### config.mk
export PLATFORM = sky130hd
export DESIGN_NAME = tch_cordic_cell
export DESIGN_NICKNAME = d
export VERILOG_FILES = /design/src/hdl/tch_pkg.sv /design/src/hdl/tch_cordic_cell.sv
export SDC_FILE = /design/constraint.sdc
export NUM_CORES = 1
export LEC_CHECK = 0
export BUFFER_PORTS_ARGS = -buffer_cell sky130_fd_sc_hd__buf_4
export CELL_PAD_IN_SITES_DETAIL_PLACEMENT = 1
export CELL_PAD_IN_SITES_GLOBAL_PLACEMENT = 1
export CORE_MARGIN = 2
export CORE_UTILIZATION = 47
export CTS_BUF_LIST = sky130_fd_sc_hd__clkbuf_8
export CTS_CLUSTER_SIZE = 40
export DETAILED_ROUTE_END_ITERATION = 12
export PLACE_DENSITY_LB_ADDON = 0.12
export SYNTH_ARGS = -nofsm -noshare
export SYNTH_HDL_FRONTEND = slang
export SYNTH_SLANG_ARGS = --single-unit
### constraint.sdc
create_clock -name clock -period 11.45 [get_ports clock]
set_clock_uncertainty 0.05 [all_clocks]
set_input_delay 2.29 -clock clock [delete_from_list [all_inputs] [get_ports clock]]
set_output_delay 2.29 -clock clock [all_outputs]
set_load 0.02 [all_outputs]
### src/hdl/tch_pkg.sv
// Shared constants, widths and the arctangent table for the tilt-compensated
// heading core. Used by every module in this folder; depends on nothing.
`timescale 1ns / 1ps

package tch_pkg;

   localparam int ANGLE_W   = 36;
   localparam int ROT_W     = 34;
   localparam int TRIG_W    = 32;
   localparam int IQ        = 30;
   localparam int TABLE_LEN = 24;

   localparam logic signed [ANGLE_W-1:0] HALF_PI_Q = 36'sd1686629713;
   localparam logic signed [ANGLE_W-1:0] PI_Q      = 36'sd3373259426;
   localparam logic signed [ANGLE_W-1:0] TWO_PI_Q  = 36'sd6746518852;
   localparam logic signed [ROT_W-1:0]   GAIN_Q    = 34'sd652032874;

   localparam logic signed [ANGLE_W-1:0] ATAN_Q30 [TABLE_LEN] = '{
      36'sd843314856, 36'sd497837829, 36'sd263043836, 36'sd133525158,
      36'sd67021686,  36'sd33543515,  36'sd16775850,  36'sd8388437,
      36'sd4194282,   36'sd2097149,   36'sd1048575,   36'sd524287,
      36'sd262143,    36'sd131071,    36'sd65535,     36'sd32767,
      36'sd16383,     36'sd8191,      36'sd4095,      36'sd2047,
      36'sd1023,      36'sd511,       36'sd255,       36'sd127
   };

endpackage

### src/hdl/tch_cordic_cell.sv
// One CORDIC micro-rotation cell with a fixed shift, in rotation or vectoring mode.
// Depends on tch_pkg for the angle width and the arctangent table.
`timescale 1ns / 1ps

module tch_cordic_cell import tch_pkg::*; #(
   parameter int XW     = 34,
   parameter int SHIFT  = 0,
   parameter bit VECTOR = 1'b0,
   parameter int SIDE_W = 1
) (
   input  logic                      clock,
   input  logic                      reset,
   input  logic                      en,
   input  logic                      src_valid,
   input  logic signed [XW-1:0]      src_x,
   input  logic signed [XW-1:0]      src_y,
   input  logic signed [ANGLE_W-1:0] src_z,
   input  logic [SIDE_W-1:0]         src_side,
   output logic                      dst_valid,
   output logic signed [XW-1:0]      dst_x,
   output logic signed [XW-1:0]      dst_y,
   output logic signed [ANGLE_W-1:0] dst_z,
   output logic [SIDE_W-1:0]         dst_side
);

   logic                      valid_ff;
   logic signed [XW-1:0]      x_ff, x_in, y_ff, y_in;
   logic signed [ANGLE_W-1:0] z_ff, z_in;
   logic [SIDE_W-1:0]         side_ff;
   logic                      pos;
   logic signed [XW-1:0]      xs, ys;

   always_comb begin
      pos = VECTOR ? src_y[XW-1] : !src_z[ANGLE_W-1];
      xs = src_x >>> SHIFT;
      ys = src_y >>> SHIFT;
      if (pos) begin
         x_in = src_x - ys;
         y_in = src_y + xs;
         z_in = src_z - ATAN_Q30[SHIFT];
      end else begin
         x_in = src_x + ys;
         y_in = src_y - xs;
         z_in = src_z + ATAN_Q30[SHIFT];
      end
   end

   always_ff @(posedge clock) begin
      if (reset) begin
         valid_ff <= 1'b0;
      end else if (en) begin
         valid_ff <= src_valid;
      end
   end

   always_ff @(posedge clock) begin
      if (en) begin
         x_ff    <= x_in;
         y_ff    <= y_in;
         z_ff    <= z_in;
         side_ff <= src_side;
      end
   end

   assign dst_valid = valid_ff;
   assign dst_x     = x_ff;
   assign dst_y     = y_ff;
   assign dst_z     = z_ff;
   assign dst_side  = side_ff;

endmodule

==> key figures, run 1 <==
Status
  • Status: complete, no violations

Min path
  • Worst hold start: dst_valid
  • Type of the worst min-delay path: reg2reg
  • WHS Path Cells: 2
  • Hold endpoint: dst_valid

Timing
  • Final setup viols: 0
  • Worst slew margin: 31.0%
  • Post-route setup TNS: 0 ns
  • Tightest Pin Transition: 1.04 ns
  • RSZ-0062 raised after global routing: false
  • Final Hold Vio Count: 0
  • Crit path time final: 5.84 ns
  • Final period util: 51.0%
  • Final Max Slew Viols: 0
  • Fmax: 0.171 GHz
  • Fin worst setup slack: 5.61 ns

Clocking
  • Clk root buf: clkbuf_8
  • Clk buf depth: 2
  • Sink Count: 105
  • CTS tree: yes
  • Cts hold-fix bufs: 0
  • # resized after CTS: 0
  • Clock Latency Late Sink: 0.39 ns
  • Number of setup buffers added after CTS: 0
  • H-tree depth: 3
  • Clk slew on worst S/H paths: 0.12 ns
  • Total CTS buffers: 9

Cells and area
  • Area of the multi-input gates: 6700 um^2
  • Register area: 3140 um^2
  • Layout area overhead: 19.0%
  • Final #Nets: 1,609
  • Proportion of layout cells with a drive suffix above 1: 19.0%
  • ANT cells: 0
  • Filler cells: 2,648
  • Final non-filler cell total: 1,650

Critical path
  • Critical Path Fanout Max: 82
  • Crit path launch type: primary input
  • CP arrival: 5.93 ns
  • Crit. End Element: register
  • R2r endpoint: dst_valid
  • R2R depth: 2
  • Setup CP Type: in2reg
  • Critical path data required time: 11.55 ns
  • Worst reg2reg setup slack: 10.80 ns
  • Reg-to-reg startpoint: dst_valid

Global routing
  • Number of global-route vias before repair: 10,100
  • Initial antenna violation count: 0
  • Met1 usage: 37.9%
  • Largest net degree at the start of global routing: 83
  • Routing usage on met2: 49.6%
  • Total gr overflow: 0
  • Met3 Usage GRT: 3.29%
  • First-pass GRT wire length: 54,600 um
  • GR peak layer: met2
  • GRT Total Usage: 28.5%

Synthesis
  • Main combinational cell family by area after synthesis: compound AO/OA/AOI/OAI gates
  • Synth Area in Compound Gates: 25.2%
  • Mapped cell area: 10,500 um^2
  • Post-Synth Simple-Gate Area: 12.8%
  • Syn nets: 1,426
  • Post-synthesis sequential area ratio: 30.0%
  • Asr flop ratio synth: 0%
  • Seq cells post-synth: 105
  • XOR/XNOR share of the synthesized area: 7.60%
  • Yosys warnings: 0
  • Mux cell area share after synthesis: 1.91%
  • Synth Area in Adders: 16.4%
  • Top FF cell, synth: edfxtp_1
  • Post-synth EDFFs: 104
  • Avg Inst Size Synth: 8.87 um^2
  • Gate Count Post-Synth: 1,182
  • Post-synthesis cell type count: 85

Floorplanning
  • Width of the die: 153 um
  • Row cnt: 54
  • Die ar.: 23,500 um^2
  • Initial Utilization: 47.9%
  • Core ar.: 21,900 um^2
  • DIE HEIGHT: 153 um
  • IO Count: 215

Detailed routing
  • Post-route ant nets: 0
  • Average wire per standard cell: 20.7 um
  • Via count: 9,781
  • DR pass1 iterations: 5
  • Initial DRC Count: 632
  • Number of remaining DRC errors: 0
  • Drt via density: 5.93
  • Post-Route WL: 34,200 um

Placement
  • Hpwl dp: 26,900 um
  • Placed Cells: 1,634
  • Port buffer count: 214
  • Gpl congestion: 0.901
  • Place WS: 5.18 ns

Power
  • Largest vdd supply drop: 0.0549 mV
  • Leak: 5.57 nW
  • Total chip power: 1.47 mW
  • Pwr Density: 118 nW/um^2

Job
  • Total of max-cap violations: 0
-- logic make-up (layout without fill, tap and decap cells) --
kind of cell             count (synthesis)  count (layout)
buffers and inverters                  159             347
flip-flops                             105             105
XOR/XNOR                                91              91
AND/OR/NAND/NOR                        275             275
multiplexers                            20              20
adder cells (fa/ha/maj)                135             135
AO/OA/AOI/OAI                          397             397
-- final cells by class --
cell class	instances	area share, %
Sequential cell	105	25.2
Multi-Input combinational cell	918	53.7
Clock buffer	11	1.21
Timing Repair Buffer	216	13.0
Inverter	115	3.48
Clock inverter	5	0.562
Tap cell	280	2.81
-- worst max-delay path, stage by stage --
cell	delay (ns)
buf_4	0.70
inv_2	0.04
buf_4	0.41
ha_1	0.55
nand3_1	0.18
nor3_1	0.22
o311ai_1	0.18
a311oi_2	0.38
o21ai_1	0.15
o21ai_1	0.24
nand3_1	0.15
a311oi_1	0.29
xor2_1	0.11
-- per-stage QoR --
step	util (%)	cell area [um^2]	hold WS (ns)
global route	57.0	12500	0.512
floorplan	-	10500	0.529
CTS	57.0	12500	0.480
finish	57.0	12500	0.469
detailed placement	55.9	12200	0.448
global placement	55.9	12200	0.430
-- synth_stat cells, types with 5 or more instances --
| master | number | share of area, % |
|---|---|---|
| nor4_1 | 9 | 0.54 |
| buf_4 | 5 | 0.36 |
| buf_1 | 7 | 0.25 |
| ha_1 | 131 | 16 |
| clkbuf_1 | 19 | 0.68 |
| a21oi_1 | 129 | 6.2 |
| nor2b_1 | 12 | 0.72 |
| nand2b_1 | 17 | 1.0 |
| nand2_1 | 45 | 1.6 |
| nand4_1 | 10 | 0.60 |
| a41oi_1 | 5 | 0.42 |
| nor2_1 | 101 | 3.6 |
| xnor2_1 | 78 | 6.5 |
| a211oi_1 | 19 | 1.4 |
| inv_1 | 109 | 3.9 |
| mux2i_1 | 20 | 1.9 |
| o21bai_1 | 20 | 1.4 |
| nor3_1 | 22 | 1.1 |
| and3_1 | 8 | 0.48 |
| buf_2 | 12 | 0.57 |
| nand3_1 | 21 | 1.0 |
| o21ai_0 | 65 | 3.1 |
| o31a_1 | 6 | 0.50 |
| o211ai_1 | 9 | 0.64 |
| a31oi_1 | 13 | 0.78 |
| xor2_1 | 13 | 1.1 |
| a211o_1 | 6 | 0.50 |
| edfxtp_1 | 104 | 30 |
| a21o_1 | 39 | 2.8 |
| or3_1 | 7 | 0.42 |
| o31ai_1 | 9 | 0.64 |
| o21a_1 | 12 | 0.86 |
-- sequential cells by signal (all words and copies together) (netlist names) --
register and count:
dst_z 36, dst_x 34, dst_y 33, dst_side 1
dst_valid 1
-- power breakdown --
group          internal (mW)  total, mW  switching [mW]
registers              0.508      0.530          0.0219
logic                  0.264      0.665           0.401
clock network          0.117      0.272           0.154
-- cells in the final DEF (no fill, tap or decap), types with 4 or more instances in the layout --
cell | synthesis | final
nor4_1 | 9 | 9
a211o_1 | 6 | 6
nand3_1 | 21 | 21
a311oi_1 | 4 | 4
nand2_1 | 45 | 45
nand3b_1 | 4 | 4
o22ai_1 | 4 | 4
o31ai_1 | 9 | 9
mux2i_1 | 20 | 20
clkbuf_8 | 0 | 11
and3_1 | 8 | 8
a41oi_1 | 5 | 5
a211oi_1 | 19 | 19
a21boi_0 | 4 | 4
nor2_1 | 101 | 101
fa_1 | 4 | 4
nand4_1 | 10 | 10
o21bai_1 | 20 | 20
o21ai_0 | 65 | 65
xnor2_1 | 78 | 78
or3_1 | 7 | 7
o21a_1 | 12 | 12
nor2b_1 | 12 | 12
ha_1 | 131 | 131
and2_1 | 4 | 4
inv_1 | 109 | 108
xor2_1 | 13 | 13
o31a_1 | 6 | 6
clkinv_1 | 4 | 4
o211ai_1 | 9 | 9
edfxtp_1 | 104 | 104
a21o_1 | 39 | 39
nor3_1 | 22 | 22
buf_4 | 5 | 216
a21oi_1 | 129 | 129
nand2b_1 | 17 | 17
a31oi_1 | 13 | 13
-- how the worst max path moves through the flow --
stage	from	endpoint	slack [ns]
CTS	src_z[35]	dst_z[32]	5.60
finish	src_z[35]	dst_z[32]	5.61
detailed placement	src_z[35]	dst_z[32]	5.18
global route	src_z[35]	dst_z[32]	5.28
floorplan	src_z[35]	dst_z[32]	6.09
global placement	src_z[35]	dst_z[32]	5.30
-- per-layer routing --
layer	up-vias	wire length, um	part of all wire [%]
li1	4658	-	-
met1	4745	15000	44
met2	331	16500	48
met3	47	2010	5.9
met4	0	636	1.9
met5	-	0	0
No activity file was read; power rests on OpenSTA's default activity.
==> run 2: changes to the inputs <==
--- a/config.mk
+++ b/config.mk
@@ -9,7 +9,7 @@
 export CELL_PAD_IN_SITES_DETAIL_PLACEMENT = 1
 export CELL_PAD_IN_SITES_GLOBAL_PLACEMENT = 1
 export CORE_MARGIN = 2
-export CORE_UTILIZATION = 47
+export CORE_UTILIZATION = 39
 export CTS_BUF_LIST = sky130_fd_sc_hd__clkbuf_8
 export CTS_CLUSTER_SIZE = 40
 export DETAILED_ROUTE_END_ITERATION = 12
==> constraint.sdc (replaced) <==
create_clock -name clock -period 5.2 [get_ports clock]
set_clock_uncertainty 0.05 [all_clocks]
set_input_delay 1.04 -clock clock [delete_from_list [all_inputs] [get_ports clock]]
set_output_delay 1.04 -clock clock [all_outputs]
set_load 0.02 [all_outputs]
==> key figures, run 2 (synthesized netlist as in run 1, its figures left out) <==
Status
  • Status: complete, no violations

Detailed routing
  • Post-route ant nets: 0
  • Via count: 9,544
  • Drt via density: 5.56
  • Initial DRC Count: 623
  • Number of remaining DRC errors: 0
  • Average wire per standard cell: 20.0 um
  • Post-Route WL: 34,200 um
  • DR pass1 iterations: 5

Cells and area
  • Max reg flops: 36
  • Layout area overhead: 19.6%
  • Final non-filler cell total: 1,716
  • Most common cell after layout, fill and taps aside: buf_4
  • Proportion of layout cells with a drive suffix above 1: 19.1%
  • ANT cells: 0
  • Fin area: 12,500 um^2
  • Final #Nets: 1,614
  • Most frequent cells in the layout: buf_4, ha_1, a21oi_1, inv_1, edfxtp_1
  • Final core utilization: 47.0%

Critical path
  • Largest delay contributor family on the critical path: compound AO/OA/AOI/OAI gates
  • R2R depth: 2
  • R2r endpoint: dst_valid
  • Crit path launch type: primary input
  • Worst reg2reg setup slack: 4.54 ns
  • Buffers & Inverters on Critical Path: 2
  • Max stage delay on crit path: 0.64 ns
  • Critical Path Fanout Max: 11
  • Crit. End Element: register
  • CP arrival: 3.98 ns
  • Worst path cell trace: buf_4, inv_1, ha_1, or4_1, o21bai_1, a31oi_1, a21boi_0, o21ai_2, nand2_1, a311oi_1, a22oi_1, xnor2_1
  • Slowest stage cell on the critical path: or4_1
  • Critical path data required time: 5.29 ns
  • Setup CP Type: in2reg
  • Reg-to-reg startpoint: dst_valid

Clocking
  • Clock Latency Late Sink: 0.38 ns
  • Total CTS buffers: 9
  • Clk slew on worst S/H paths: 0.10 ns
  • Number of setup buffers added after CTS: 0
  • Sink Count: 105
  • # resized after CTS: 0
  • H-tree depth: 3
  • Cts hold-fix bufs: 0
  • Clk root buf: clkbuf_8
  • CTS tree: yes
  • Clk buf depth: 2

Timing
  • Hold Slack: 0.495 ns
  • Final setup viols: 0
  • Fmax: 0.257 GHz
  • Final period util: 74.8%
  • Fin worst setup slack: 1.31 ns
  • Final Hold Vio Count: 0
  • Final Max Slew Viols: 0
  • Worst slew margin: 42.8%
  • RSZ-0062 raised after global routing: false
  • Crit path time final: 3.89 ns
  • Post-route setup TNS: 0 ns
  • Tightest Pin Transition: 0.850 ns

Power
  • Pwr Density: 251 nW/um^2
  • Leak: 5.58 nW
  • Pint: 1.89 mW
  • Sequential Power Share: 36.8%
  • Total chip power: 3.15 mW
  • Psw: 1.26 mW
  • Switching share of total power: 39.9%
  • Largest vdd supply drop: 0.153 mV
  • Clk pwr share: 16.4%
  • Combinational Power Share: 46.8%

Min path
  • WHS Path Cells: 2
  • Worst hold start: dst_valid
  • Type of the worst min-delay path: reg2reg
  • Hold endpoint: dst_valid

Placement
  • Place WS: 0.942 ns
  • Gpl congestion: 0.889
  • DP Area: 12,400 um^2
  • Port buffer count: 214
  • Placed Cells: 1,700
  • Hpwl dp: 27,200 um

Global routing
  • Number of global-route vias before repair: 9,712
  • Total gr overflow: 0
  • Initial antenna violation count: 0
  • GRT Total Usage: 23.7%
  • Largest net degree at the start of global routing: 56
  • First-pass GRT wire length: 53,100 um

Floorplanning
  • DIE HEIGHT: 168 um
  • IO Count: 215
  • Width of the die: 168 um
  • Die ar.: 28,200 um^2
  • Core ar.: 26,700 um^2
  • Row cnt: 60
  • Initial Utilization: 39.3%

Job
  • Total of max-cap violations: 0
## run 2: cell type report
| type | instances | area, um^2 |
|---|---|---|
| tap | 341 | 427 |
| clock buffer | 10 | 138 |
| inverter | 115 | 434 |
| sequential | 105 | 3140 |
| timing repair buffer | 221 | 1660 |
| multi-input combinational | 918 | 6700 |
| clock inverter | 6 | 37.5 |
| fill | 3195 | 14100 |
## run 2: power by group through the flow
stage | sequential (mW) | clock (mW) | combinational [mW]
floorplan | 1.35 | 0 | 0.731
global placement | 1.18 | 0 | 1.44
detailed placement | 1.18 | 0 | 1.46
CTS | 1.16 | 0.537 | 1.47
global route | 1.17 | 0.554 | 1.59
finish | 1.16 | 0.516 | 1.47
## run 2: worst max path at each step
stage / start / endpoint / slack [ns] / cells past startpoint
global placement: src_z[35] / dst_z[32] / 0.95 / 12
detailed placement: src_z[35] / dst_z[32] / 0.94 / 12
floorplan: src_z[35] / dst_z[32] / 1.09 / 13
global route: src_z[35] / dst_z[32] / 1.10 / 12
finish: src_x[18] / dst_x[29] / 1.31 / 12
CTS: src_x[18] / dst_x[29] / 1.34 / 12
## run 2: tightest hold or removal path, cell delays in order, from the launching register on
cell and delay [ns]:
dfxtp_1 0.35, mux2i_1 0.07, nor2_1 0.09
## run 2: layer usage
metal,wire (um),GRT usage (%)
met3,1390,2.84
met1,15800,31.4
met4,385,4.42
met5,0,0
met2,16600,41.7
