--- src/hdl/tch_pkg.sv ---
// Shared constants, widths and the arctangent table for the tilt-compensated
// heading core. Used by every module in this folder; depends on nothing.
`timescale 1ns / 1ps

package tch_pkg;

   localparam int ANGLE_W   = 36;
   localparam int ROT_W     = 34;
   localparam int TRIG_W    = 32;
   localparam int IQ        = 30;
   localparam int TABLE_LEN = 24;

   localparam logic signed [ANGLE_W-1:0] HALF_PI_Q = 36'sd1686629713;
   localparam logic signed [ANGLE_W-1:0] PI_Q      = 36'sd3373259426;
   localparam logic signed [ANGLE_W-1:0] TWO_PI_Q  = 36'sd6746518852;
   localparam logic signed [ROT_W-1:0]   GAIN_Q    = 34'sd652032874;

   localparam logic signed [ANGLE_W-1:0] ATAN_Q30 [TABLE_LEN] = '{
      36'sd843314856, 36'sd497837829, 36'sd263043836, 36'sd133525158,
      36'sd67021686,  36'sd33543515,  36'sd16775850,  36'sd8388437,
      36'sd4194282,   36'sd2097149,   36'sd1048575,   36'sd524287,
      36'sd262143,    36'sd131071,    36'sd65535,     36'sd32767,
      36'sd16383,     36'sd8191,      36'sd4095,      36'sd2047,
      36'sd1023,      36'sd511,       36'sd255,       36'sd127
   };

endpackage

--- src/hdl/tch_angle_reduce.sv ---
// Reduces roll and pitch modulo two pi and folds them into the CORDIC range.
// Three registered stages; depends on tch_pkg for the angle constants.
`timescale 1ns / 1ps

module tch_angle_reduce import tch_pkg::*; #(
   parameter int ANGLE_FRAC_BITS = 13,
   parameter int SIDE_W          = 1
) (
   input  logic                      clock,
   input  logic                      reset,
   input  logic                      en,
   input  logic                      src_valid,
   input  logic signed [15:0]        src_roll,
   input  logic signed [15:0]        src_pitch,
   input  logic [SIDE_W-1:0]         src_side,
   output logic                      dst_valid,
   output logic signed [ANGLE_W-1:0] dst_z [2],
   output logic [1:0]                dst_neg,
   output logic [SIDE_W-1:0]         dst_side
);

   localparam int S = IQ - ANGLE_FRAC_BITS;
   localparam longint RECIP = (longint'(1) << (S + 20)) / longint'(TWO_PI_Q);
   localparam logic [31:0] RECIP_W = 32'(RECIP);

   logic [2:0]                valid_ff;
   logic [SIDE_W-1:0]         side1_ff, side2_ff, side3_ff;
   logic [16:0]               mag_ff [2], mag_in [2];
   logic [1:0]                sgn_ff, sgn_in;
   logic [7:0]                q_ff [2], q_in [2];
   logic signed [ANGLE_W-1:0] zt_ff [2], zt_in [2];
   logic signed [ANGLE_W-1:0] z_ff [2], z_in [2];
   logic [1:0]                neg_ff, neg_in;

   logic signed [15:0] raw [2];
   logic signed [16:0] ext [2];
   logic [48:0]        prod [2];
   logic signed [40:0] r [2];
   logic signed [ANGLE_W-1:0] w [2];

   assign raw[0] = src_roll;
   assign raw[1] = src_pitch;

   always_comb begin
      for (int k = 0; k < 2; k++) begin
         ext[k]    = 17'(raw[k]);
         sgn_in[k] = raw[k][15];
         mag_in[k] = sgn_in[k] ? 17'(-ext[k]) : 17'(ext[k]);
         prod[k]   = 49'(mag_in[k]) * 49'(RECIP_W);
         q_in[k]   = 8'(prod[k] >> 20);

         r[k] = $signed(41'(mag_ff[k]) << S) - $signed(41'(q_ff[k]) * 41'(TWO_PI_Q));
         if (r[k] >= 41'(TWO_PI_Q)) begin
            r[k] = r[k] - 41'(TWO_PI_Q);
         end
         zt_in[k] = sgn_ff[k] ? -ANGLE_W'(r[k]) : ANGLE_W'(r[k]);

         w[k] = zt_ff[k];
         if (w[k] > PI_Q) begin
            w[k] = w[k] - TWO_PI_Q;
         end
         if (w[k] < -PI_Q) begin
            w[k] = w[k] + TWO_PI_Q;
         end
         neg_in[k] = 1'b0;
         if (w[k] > HALF_PI_Q) begin
            w[k] = w[k] - PI_Q;
            neg_in[k] = 1'b1;
         end else if (w[k] < -HALF_PI_Q) begin
            w[k] = w[k] + PI_Q;
            neg_in[k] = 1'b1;
         end
         z_in[k] = w[k];
      end
   end

   always_ff @(posedge clock) begin
      if (reset) begin
         valid_ff <= '0;
      end else if (en) begin
         valid_ff <= {valid_ff[1:0], src_valid};
      end
   end

   always_ff @(posedge clock) begin
      if (en) begin
         mag_ff   <= mag_in;
         sgn_ff   <= sgn_in;
         q_ff     <= q_in;
         zt_ff    <= zt_in;
         z_ff     <= z_in;
         neg_ff   <= neg_in;
         side1_ff <= src_side;
         side2_ff <= side1_ff;
         side3_ff <= side2_ff;
      end
   end

   assign dst_valid = valid_ff[2];
   assign dst_z     = z_ff;
   assign dst_neg   = neg_ff;
   assign dst_side  = side3_ff;

endmodule

--- config.mk ---
export PLATFORM = sky130hd
export DESIGN_NAME = tch_angle_reduce
export DESIGN_NICKNAME = d
export VERILOG_FILES = /design/src/hdl/tch_pkg.sv /design/src/hdl/tch_angle_reduce.sv
export SDC_FILE = /design/constraint.sdc
export NUM_CORES = 1
export LEC_CHECK = 0
export CELL_PAD_IN_SITES_DETAIL_PLACEMENT = 2
export CELL_PAD_IN_SITES_GLOBAL_PLACEMENT = 2
export CORE_MARGIN = 3
export CORE_UTILIZATION = 41
export CTS_BUF_LIST = sky130_fd_sc_hd__clkbuf_16
export CTS_CLUSTER_DIAMETER = 50
export CTS_CLUSTER_SIZE = 24
export DETAILED_ROUTE_END_ITERATION = 8
export DONT_BUFFER_PORTS = 1
export HOLD_SLACK_MARGIN = 0.1
export PLACE_DENSITY_LB_ADDON = 0.1
export SLEW_MARGIN = 10
export SYNTH_ARGS = -nofsm -noshare
export SYNTH_HDL_FRONTEND = slang
export SYNTH_SLANG_ARGS = --single-unit
--- constraint.sdc ---
create_clock -name clock -period 9.6 [get_ports clock]
set_input_delay 0.48 -clock clock [delete_from_list [all_inputs] [get_ports clock]]
set_output_delay 0.48 -clock clock [all_outputs]
set_load 0.03 [all_outputs]
==> impl_metrics.csv, run 1 <==
group,metric,value,unit
worst_setup_path,start_kind,"flip-flop",
worst_setup_path,crit_cells,28,
worst_hold_path,whs_path_depth,2,
power_and_ir_drop,power.density,374,nW/um2
power_and_ir_drop,p_leak,8.37,nW
finish,mostFrequentLayoutCell,"xnor2_1",
clocking,htree_levels,4,
power_and_ir_drop,ir_worst_vdd,166,uV
worst_setup_path,path_buf_inv,2,
floorplanning,initial_core_util,41.9,%
floorplanning,core,54500,um2
sta,finalSetupTns,0,ns
clocking,clk_pin_slew,0.09,ns
worst_hold_path,hold_class,"primary input to flip-flop",
detailed_routing,drc,0,
worst_setup_path,r2r_start,"zt_ff[38]",
place,globalplace.congestion,0.900,
job,cap_violations,0,
global_route,grt_usage,26.9,%
floorplanning,die-area,58500,um2
global_route,grt_antenna_before_repair,0,
worst_setup_path,crit_type,"flip-flop to flip-flop",
detailed_routing,drt-initial-drc-count,1130,
global_route,grt_pass1_vias,22818,
synthesis,netlist-cell-type-count,129,
synthesis,syn_inst,2706,
sta,worst_slew_pin_slew,1.21,ns
worst_setup_path,cpLargestDelayFamily,"compound AO/OA/AOI/OAI gates",
worst_setup_path,crit_fanout,17,
worst_setup_path,slowest_delay,0.63,ns
worst_setup_path,cp-end-kind,"flip-flop",
sta,setup_viol,0,
synthesis,synth_area_per_cell,8.43,um2
clocking,cts_tree,"done",
floorplanning,io_pins,113,
finish,fin_cells,3363,
worst_setup_path,r2r_cells,28,
detailed_routing,wl_per_cell,23.7,um
worst_hold_path,worstHoldStart,"src_valid",
detailed_routing,finalWirelength,79800,um
outcome,outcome,"complete, no violations",
floorplanning,rows,85,
global_route,gr-total-overflow,0,
clocking,clock_sinks,184,
place,placed_cells,3323,
synthesis,async_flop_share,0,%
finish,drive_above_1_share,8.16,%
detailed_routing,first_pass_iters,5,
global_route,grt_pass1_wl,130000,um
floorplanning,die_h,242,um
synthesis,synth_edf_count,181,
clocking,cts_buffers,17,
sta,rsz0062_at_grt,"false",
synthesis,ys_seq_elements,184,
sta,drv_slew,0,
place,dpl.hpwl,62400,um
detailed_routing,ant_nets,0,
finish,diodes,0,
synthesis,ys.flop_type,"edfxtp_1",
global_route,grt_max_degree,143,
worst_setup_path,crit_path_top_delay_cell,"xnor2_1",
sta,finClkSkew,0.0238,ns
synthesis,syn_area,22800,um2
place,io_buffer_count,0,
finish,fin_nets,2762,
synthesis,yosys_warnings,0,
finish,syn2layout_area_growth,5.06,%
sta,hold_viol,0,
finish,final_cell_mix,"xnor2_1, nand2_1, nor2_1, edfxtp_1, a21oi_1",
detailed_routing,via_per_inst,6.44,
detailed_routing,vias,21651,
clocking,cts_max_path_buffers,2,
clocking,clk_latency,0.51,ns
sta,final.period_utilization,94.1,%
worst_setup_path,crit_path_frequent_cell,"a21oi_1",
clocking,cts.root.buffer_cell,"clkbuf_16",
worst_setup_path,cp-startpoint,"zt_ff[38]",
synthesis,seq_area_frac_synth,24.1,%
worst_setup_path,crit_arrival,9.31,ns
sta,max_freq,111,MHz
worst_setup_path,required,9.87,ns
sta,slew-limit-headroom,19.4,%
sta,post-route-min-period,9.04,ns
floorplanning,die_x,242,um
-- cell families (layout without fill, tap and decap cells) --
logic type                 count (synthesis)  after routing  synth area share, %
AOI/OAI and AO/OA                        944            944                 31.0
and+or+nand+nor                          889            889                 20.3
xor gates and xnor gates                 312            312                 12.4
buffers and inverters                    228            139                 4.38
DFF                                      184            184                 24.1
adders and majority gates                114            114                 6.25
muxes                                     34             34                 1.59
other                                      1              8               0.0164
-- cell usage after synthesis, drive strengths merged (25+ instances only) --
cell type / number / area (um2)
or2: 29 / 181
nor3: 81 / 420
clkbuf: 97 / 365
ha: 114 / 1430
nor2: 183 / 692
xnor2: 230 / 2060
mux2i: 25 / 250
and3: 32 / 200
buf: 66 / 390
a21o: 53 / 398
nor4: 26 / 218
inv: 64 / 240
o211ai: 66 / 519
edfxtp: 181 / 5440
and2: 35 / 219
o31ai: 38 / 300
a211oi: 38 / 310
a31oi: 32 / 206
nand2: 207 / 792
or3: 48 / 300
o21ai: 168 / 867
a21oi: 168 / 871
xor2: 81 / 739
nand3: 83 / 415
nand2b: 34 / 213
nand4: 52 / 325
-- timing repair --
item | CTS | global route
endpoints found under the hold margin | 51 | 0
hold buffers | 8 | 0
resized for setup | 0 | 1
endpoints found under the setup margin | 0 | 4
setup buffers | 0 | 0
-- final timing paths --
| kind | to | slack (ns) |
|---|---|---|
| worst max-delay path | dst_z[43] | 0.56 |
| worst min-delay path | valid_ff[0] | 0.14 |
| worst max register to register | dst_z[43] | 0.56 |
| worst min register to register | side2_ff | 0.45 |
-- per-layer routing --
| metal | track usage, % | wire, um | vias to the layer above |
|---|---|---|---|
| li1 | - | - | 10236 |
| met1 | 37.1 | 38400 | 10939 |
| met2 | 44.9 | 37700 | 404 |
| met3 | 2.82 | 2220 | 72 |
| met4 | 6.82 | 1530 | 0 |
| met5 | 0 | 0 | - |
-- stage by stage --
step | hold WS (ns) | cell area, um2 | util, % | power (mW) | setup slack (ns)
2_1_floorplan | 0.400 | 22800 | - | 6.56 | 2.11
3_3_place_gp | 0.401 | 23300 | 42.8 | 7.82 | 0.929
3_5_place_dp | 0.437 | 23300 | 42.8 | 8.12 | 0.615
4_1_cts | 0.108 | 24000 | 44.0 | 8.92 | 0.480
5_1_grt | 0.127 | 24000 | 44.0 | 9.62 | 0.00538
6_report | 0.144 | 24000 | 44.0 | 8.96 | 0.563
-- state kept, by name (all words and copies together), names as in the netlist --
name	count
side1_ff	1
q_ff	4
mag_ff	34
sgn_ff	2
valid_ff	3
dst_side	1
dst_z	70
zt_ff	68
side2_ff	1
-- power by group --
group,switching (mW),internal (mW)
sequential,0.614,1.42
combinational,3.96,2.24
clock,0.381,0.347
total,4.96,4.00
-- layout make-up --
type | instances | area [um2]
fillers | 6131 | 30500
clock buffers | 17 | 425
well taps | 739 | 925
multi-input cells | 2301 | 16300
inverters | 65 | 244
clock inverters | 15 | 163
flip-flops and latches | 184 | 5500
repair buffers | 42 | 358
No activity file was read; power rests on OpenSTA's default activity.
==> run 2: changes to the inputs <==
--- a/config.mk
+++ b/config.mk
@@ -6,13 +6,13 @@
 export NUM_CORES = 1
 export LEC_CHECK = 0
+export BUFFER_PORTS_ARGS = -buffer_cell sky130_fd_sc_hd__buf_4
 export CELL_PAD_IN_SITES_DETAIL_PLACEMENT = 2
 export CELL_PAD_IN_SITES_GLOBAL_PLACEMENT = 2
 export CORE_MARGIN = 3
-export CORE_UTILIZATION = 41
+export CORE_UTILIZATION = 40
 export CTS_BUF_LIST = sky130_fd_sc_hd__clkbuf_16
 export CTS_CLUSTER_DIAMETER = 50
 export CTS_CLUSTER_SIZE = 24
 export DETAILED_ROUTE_END_ITERATION = 8
-export DONT_BUFFER_PORTS = 1
 export HOLD_SLACK_MARGIN = 0.1
 export PLACE_DENSITY_LB_ADDON = 0.1
==> constraint.sdc (replaced) <==
create_clock -name clock -period 9.6 [get_ports clock]
set_input_delay 0.48 -clock clock [delete_from_list [all_inputs] [get_ports clock]]
set_output_delay 0.48 -clock clock [all_outputs]
set_load 0.02 [all_outputs]
==> run 2 against run 1 <==
Final area rose by 3.0%; non-clock buffer count is 98 higher; clock power about the same; total power rose by 1.5%; global-route usage shrank 0.24 points; clock-buffer cell count unchanged; die area rose by 2.4%; sequential share of layout area shrank 0.66 points; clock skew fell by 0.0037 ns; sequential cell count unchanged; largest cell class unchanged; utilization grew 0.25 points.
==> impl_metrics.csv, run 2 (same netlist as run 1, synthesis figures left out) <==
group,metric,value,unit
place,globalplace.congestion,0.902,
global_route,gr-total-overflow,0,
detailed_routing,first_pass_iters,5,
power_and_ir_drop,ir_worst_vdd,174,uV
worst_setup_path,path_buf_inv,3,
power_and_ir_drop,power,9.09,mW
worst_setup_path,timing.rr.end,"dst_z[27]",
finish,syn2layout_area_growth,8.16,%
worst_hold_path,hold_end,"valid_ff[0]",
global_route,grt_pass1_vias,23351,
clocking,cts_max_path_buffers,2,
worst_setup_path,r2r_cells,30,
floorplanning,die_x,245,um
sta,post-route-min-period,8.75,ns
detailed_routing,drc,0,
worst_setup_path,crit_type,"flip-flop to flip-flop",
worst_setup_path,cp-end-kind,"flip-flop",
finish,multi_input_area,16300,um2
sta,max_freq,114,MHz
worst_setup_path,crit_path_top_delay_cell,"a2111oi_1",
job,cap_violations,0,
detailed_routing,via_per_inst,6.36,
power_and_ir_drop,p_leak,8.84,nW
global_route,grt_pass1_wl,131000,um
global_route,grt_usage,26.6,%
floorplanning,core,55700,um2
clocking,holdBufCountCts,0,
sta,final.period_utilization,91.2,%
outcome,outcome,"complete, no violations",
detailed_routing,wl_per_cell,23.1,um
clocking,cts_tree,"done",
detailed_routing,vias,22062,
clocking,cts_setup_buffers,0,
place,io_buffer_count,110,
sta,setup_viol,0,
floorplanning,rows,86,
sta,finClkSkew,0.0201,ns
finish,diodes,0,
finish,seqCellArea,5500,um2
detailed_routing,finalWirelength,80200,um
worst_setup_path,r2r_start,"zt_ff[3]",
floorplanning,io_pins,113,
worst_setup_path,required,9.80,ns
clocking,clk_latency,0.50,ns
sta,rsz0062_at_grt,"false",
floorplanning,initial_core_util,40.9,%
clocking,cts_buffers,17,
sta,worst_slew_pin_slew,1.12,ns
floorplanning,die-area,59900,um2
finish,mostFrequentLayoutCell,"xnor2_1",
place,dpl.hpwl,62800,um
worst_setup_path,crit_cells,30,
worst_hold_path,worstHoldStart,"reset",
power_and_ir_drop,power.density,369,nW/um2
clocking,htree_levels,4,
global_route,grt_antenna_before_repair,0,
sta,slew-limit-headroom,24.6,%
clocking,clk_pin_slew,0.09,ns
floorplanning,die_h,245,um
finish,drive_above_1_share,11.7,%
finish,final_cell_mix,"xnor2_1, nand2_1, nor2_1, edfxtp_1, a21oi_1",
worst_hold_path,hold_class,"primary input to flip-flop",
finish,fillCellCount,6352,
clocking,cts.root.buffer_cell,"clkbuf_16",
clocking,clock_sinks,184,
sta,hold_viol,0,
worst_setup_path,crit_fanout,20,
finish,largest_register_ffs,70,
worst_setup_path,slowest_delay,0.90,ns
sta,finalSetupTns,0,ns
sta,drv_slew,0,
worst_setup_path,crit_arrival,8.96,ns
worst_hold_path,whs_path_depth,2,
detailed_routing,drt-initial-drc-count,1305,
worst_setup_path,rrSetupSlack,0.85,ns
global_route,grt_max_degree,120,
detailed_routing,ant_nets,0,
clocking,cts_resized,0,
finish,fin_cells,3470,
finish,fin_nets,2860,
worst_setup_path,cpLargestDelayFamily,"compound AO/OA/AOI/OAI gates",
place,placed_cells,3438,
worst_setup_path,start_kind,"flip-flop",
## run 2: per-layer routing
metal	routed length, um	part of all wire [%]	track usage, %
met3	2610	3.3	2.98
met4	1460	1.8	6.60
met5	0	0	0
met2	38000	47	44.8
met1	38100	48	36.6
## run 2: worst reg2reg max path, delay by kind of cell (launching register included)
kind                     cells  cell delay (ns)
buffers and inverters        3             0.71
AND/OR/NAND/NOR             10             2.30
AO/OA/AOI/OAI               14             4.05
flip-flops                   1             0.56
XOR/XNOR                     1             0.17
adder cells (fa/ha/maj)      2             0.65
## run 2: cell type report
class                   count  share of cell area (%)
repair buffers            140                    4.29
clock inverters            15                   0.649
well taps                 748                    3.79
clock buffers              17                    1.72
multi-input cells        2301                    66.3
flip-flops and latches    184                    22.3
inverters                  65                   0.989
## run 2: through the flow
step | setup slack, ns | cell area, um2 | util [%] | hold WS, ns
floorplan | 2.11 | 22800 | - | 0.400
global placement | 1.23 | 24100 | 43.2 | 0.402
detailed placement | 0.942 | 24100 | 43.2 | 0.407
CTS | 0.895 | 24700 | 44.3 | 0.120
global route | 0.181 | 24700 | 44.3 | 0.137
finish | 0.845 | 24700 | 44.3 | 0.153
## run 2: worst max-delay path by stage
stage | to | from | slack [ns]
detailed placement | dst_z[43] | zt_ff[38] | 0.94
CTS | dst_z[43] | zt_ff[38] | 0.90
global placement | dst_z[47] | zt_ff[38] | 1.23
floorplan | dst_z[70] | zt_ff[39] | 2.11
global route | dst_z[31] | zt_ff[3] | 0.18
finish | dst_z[27] | zt_ff[3] | 0.85
## run 2: power by group
part	total (mW)	switching [mW]	internal, mW
clock network	0.731	0.363	0.368
logic	6.69	4.28	2.41
registers	1.67	0.272	1.40
total	9.09	4.91	4.18
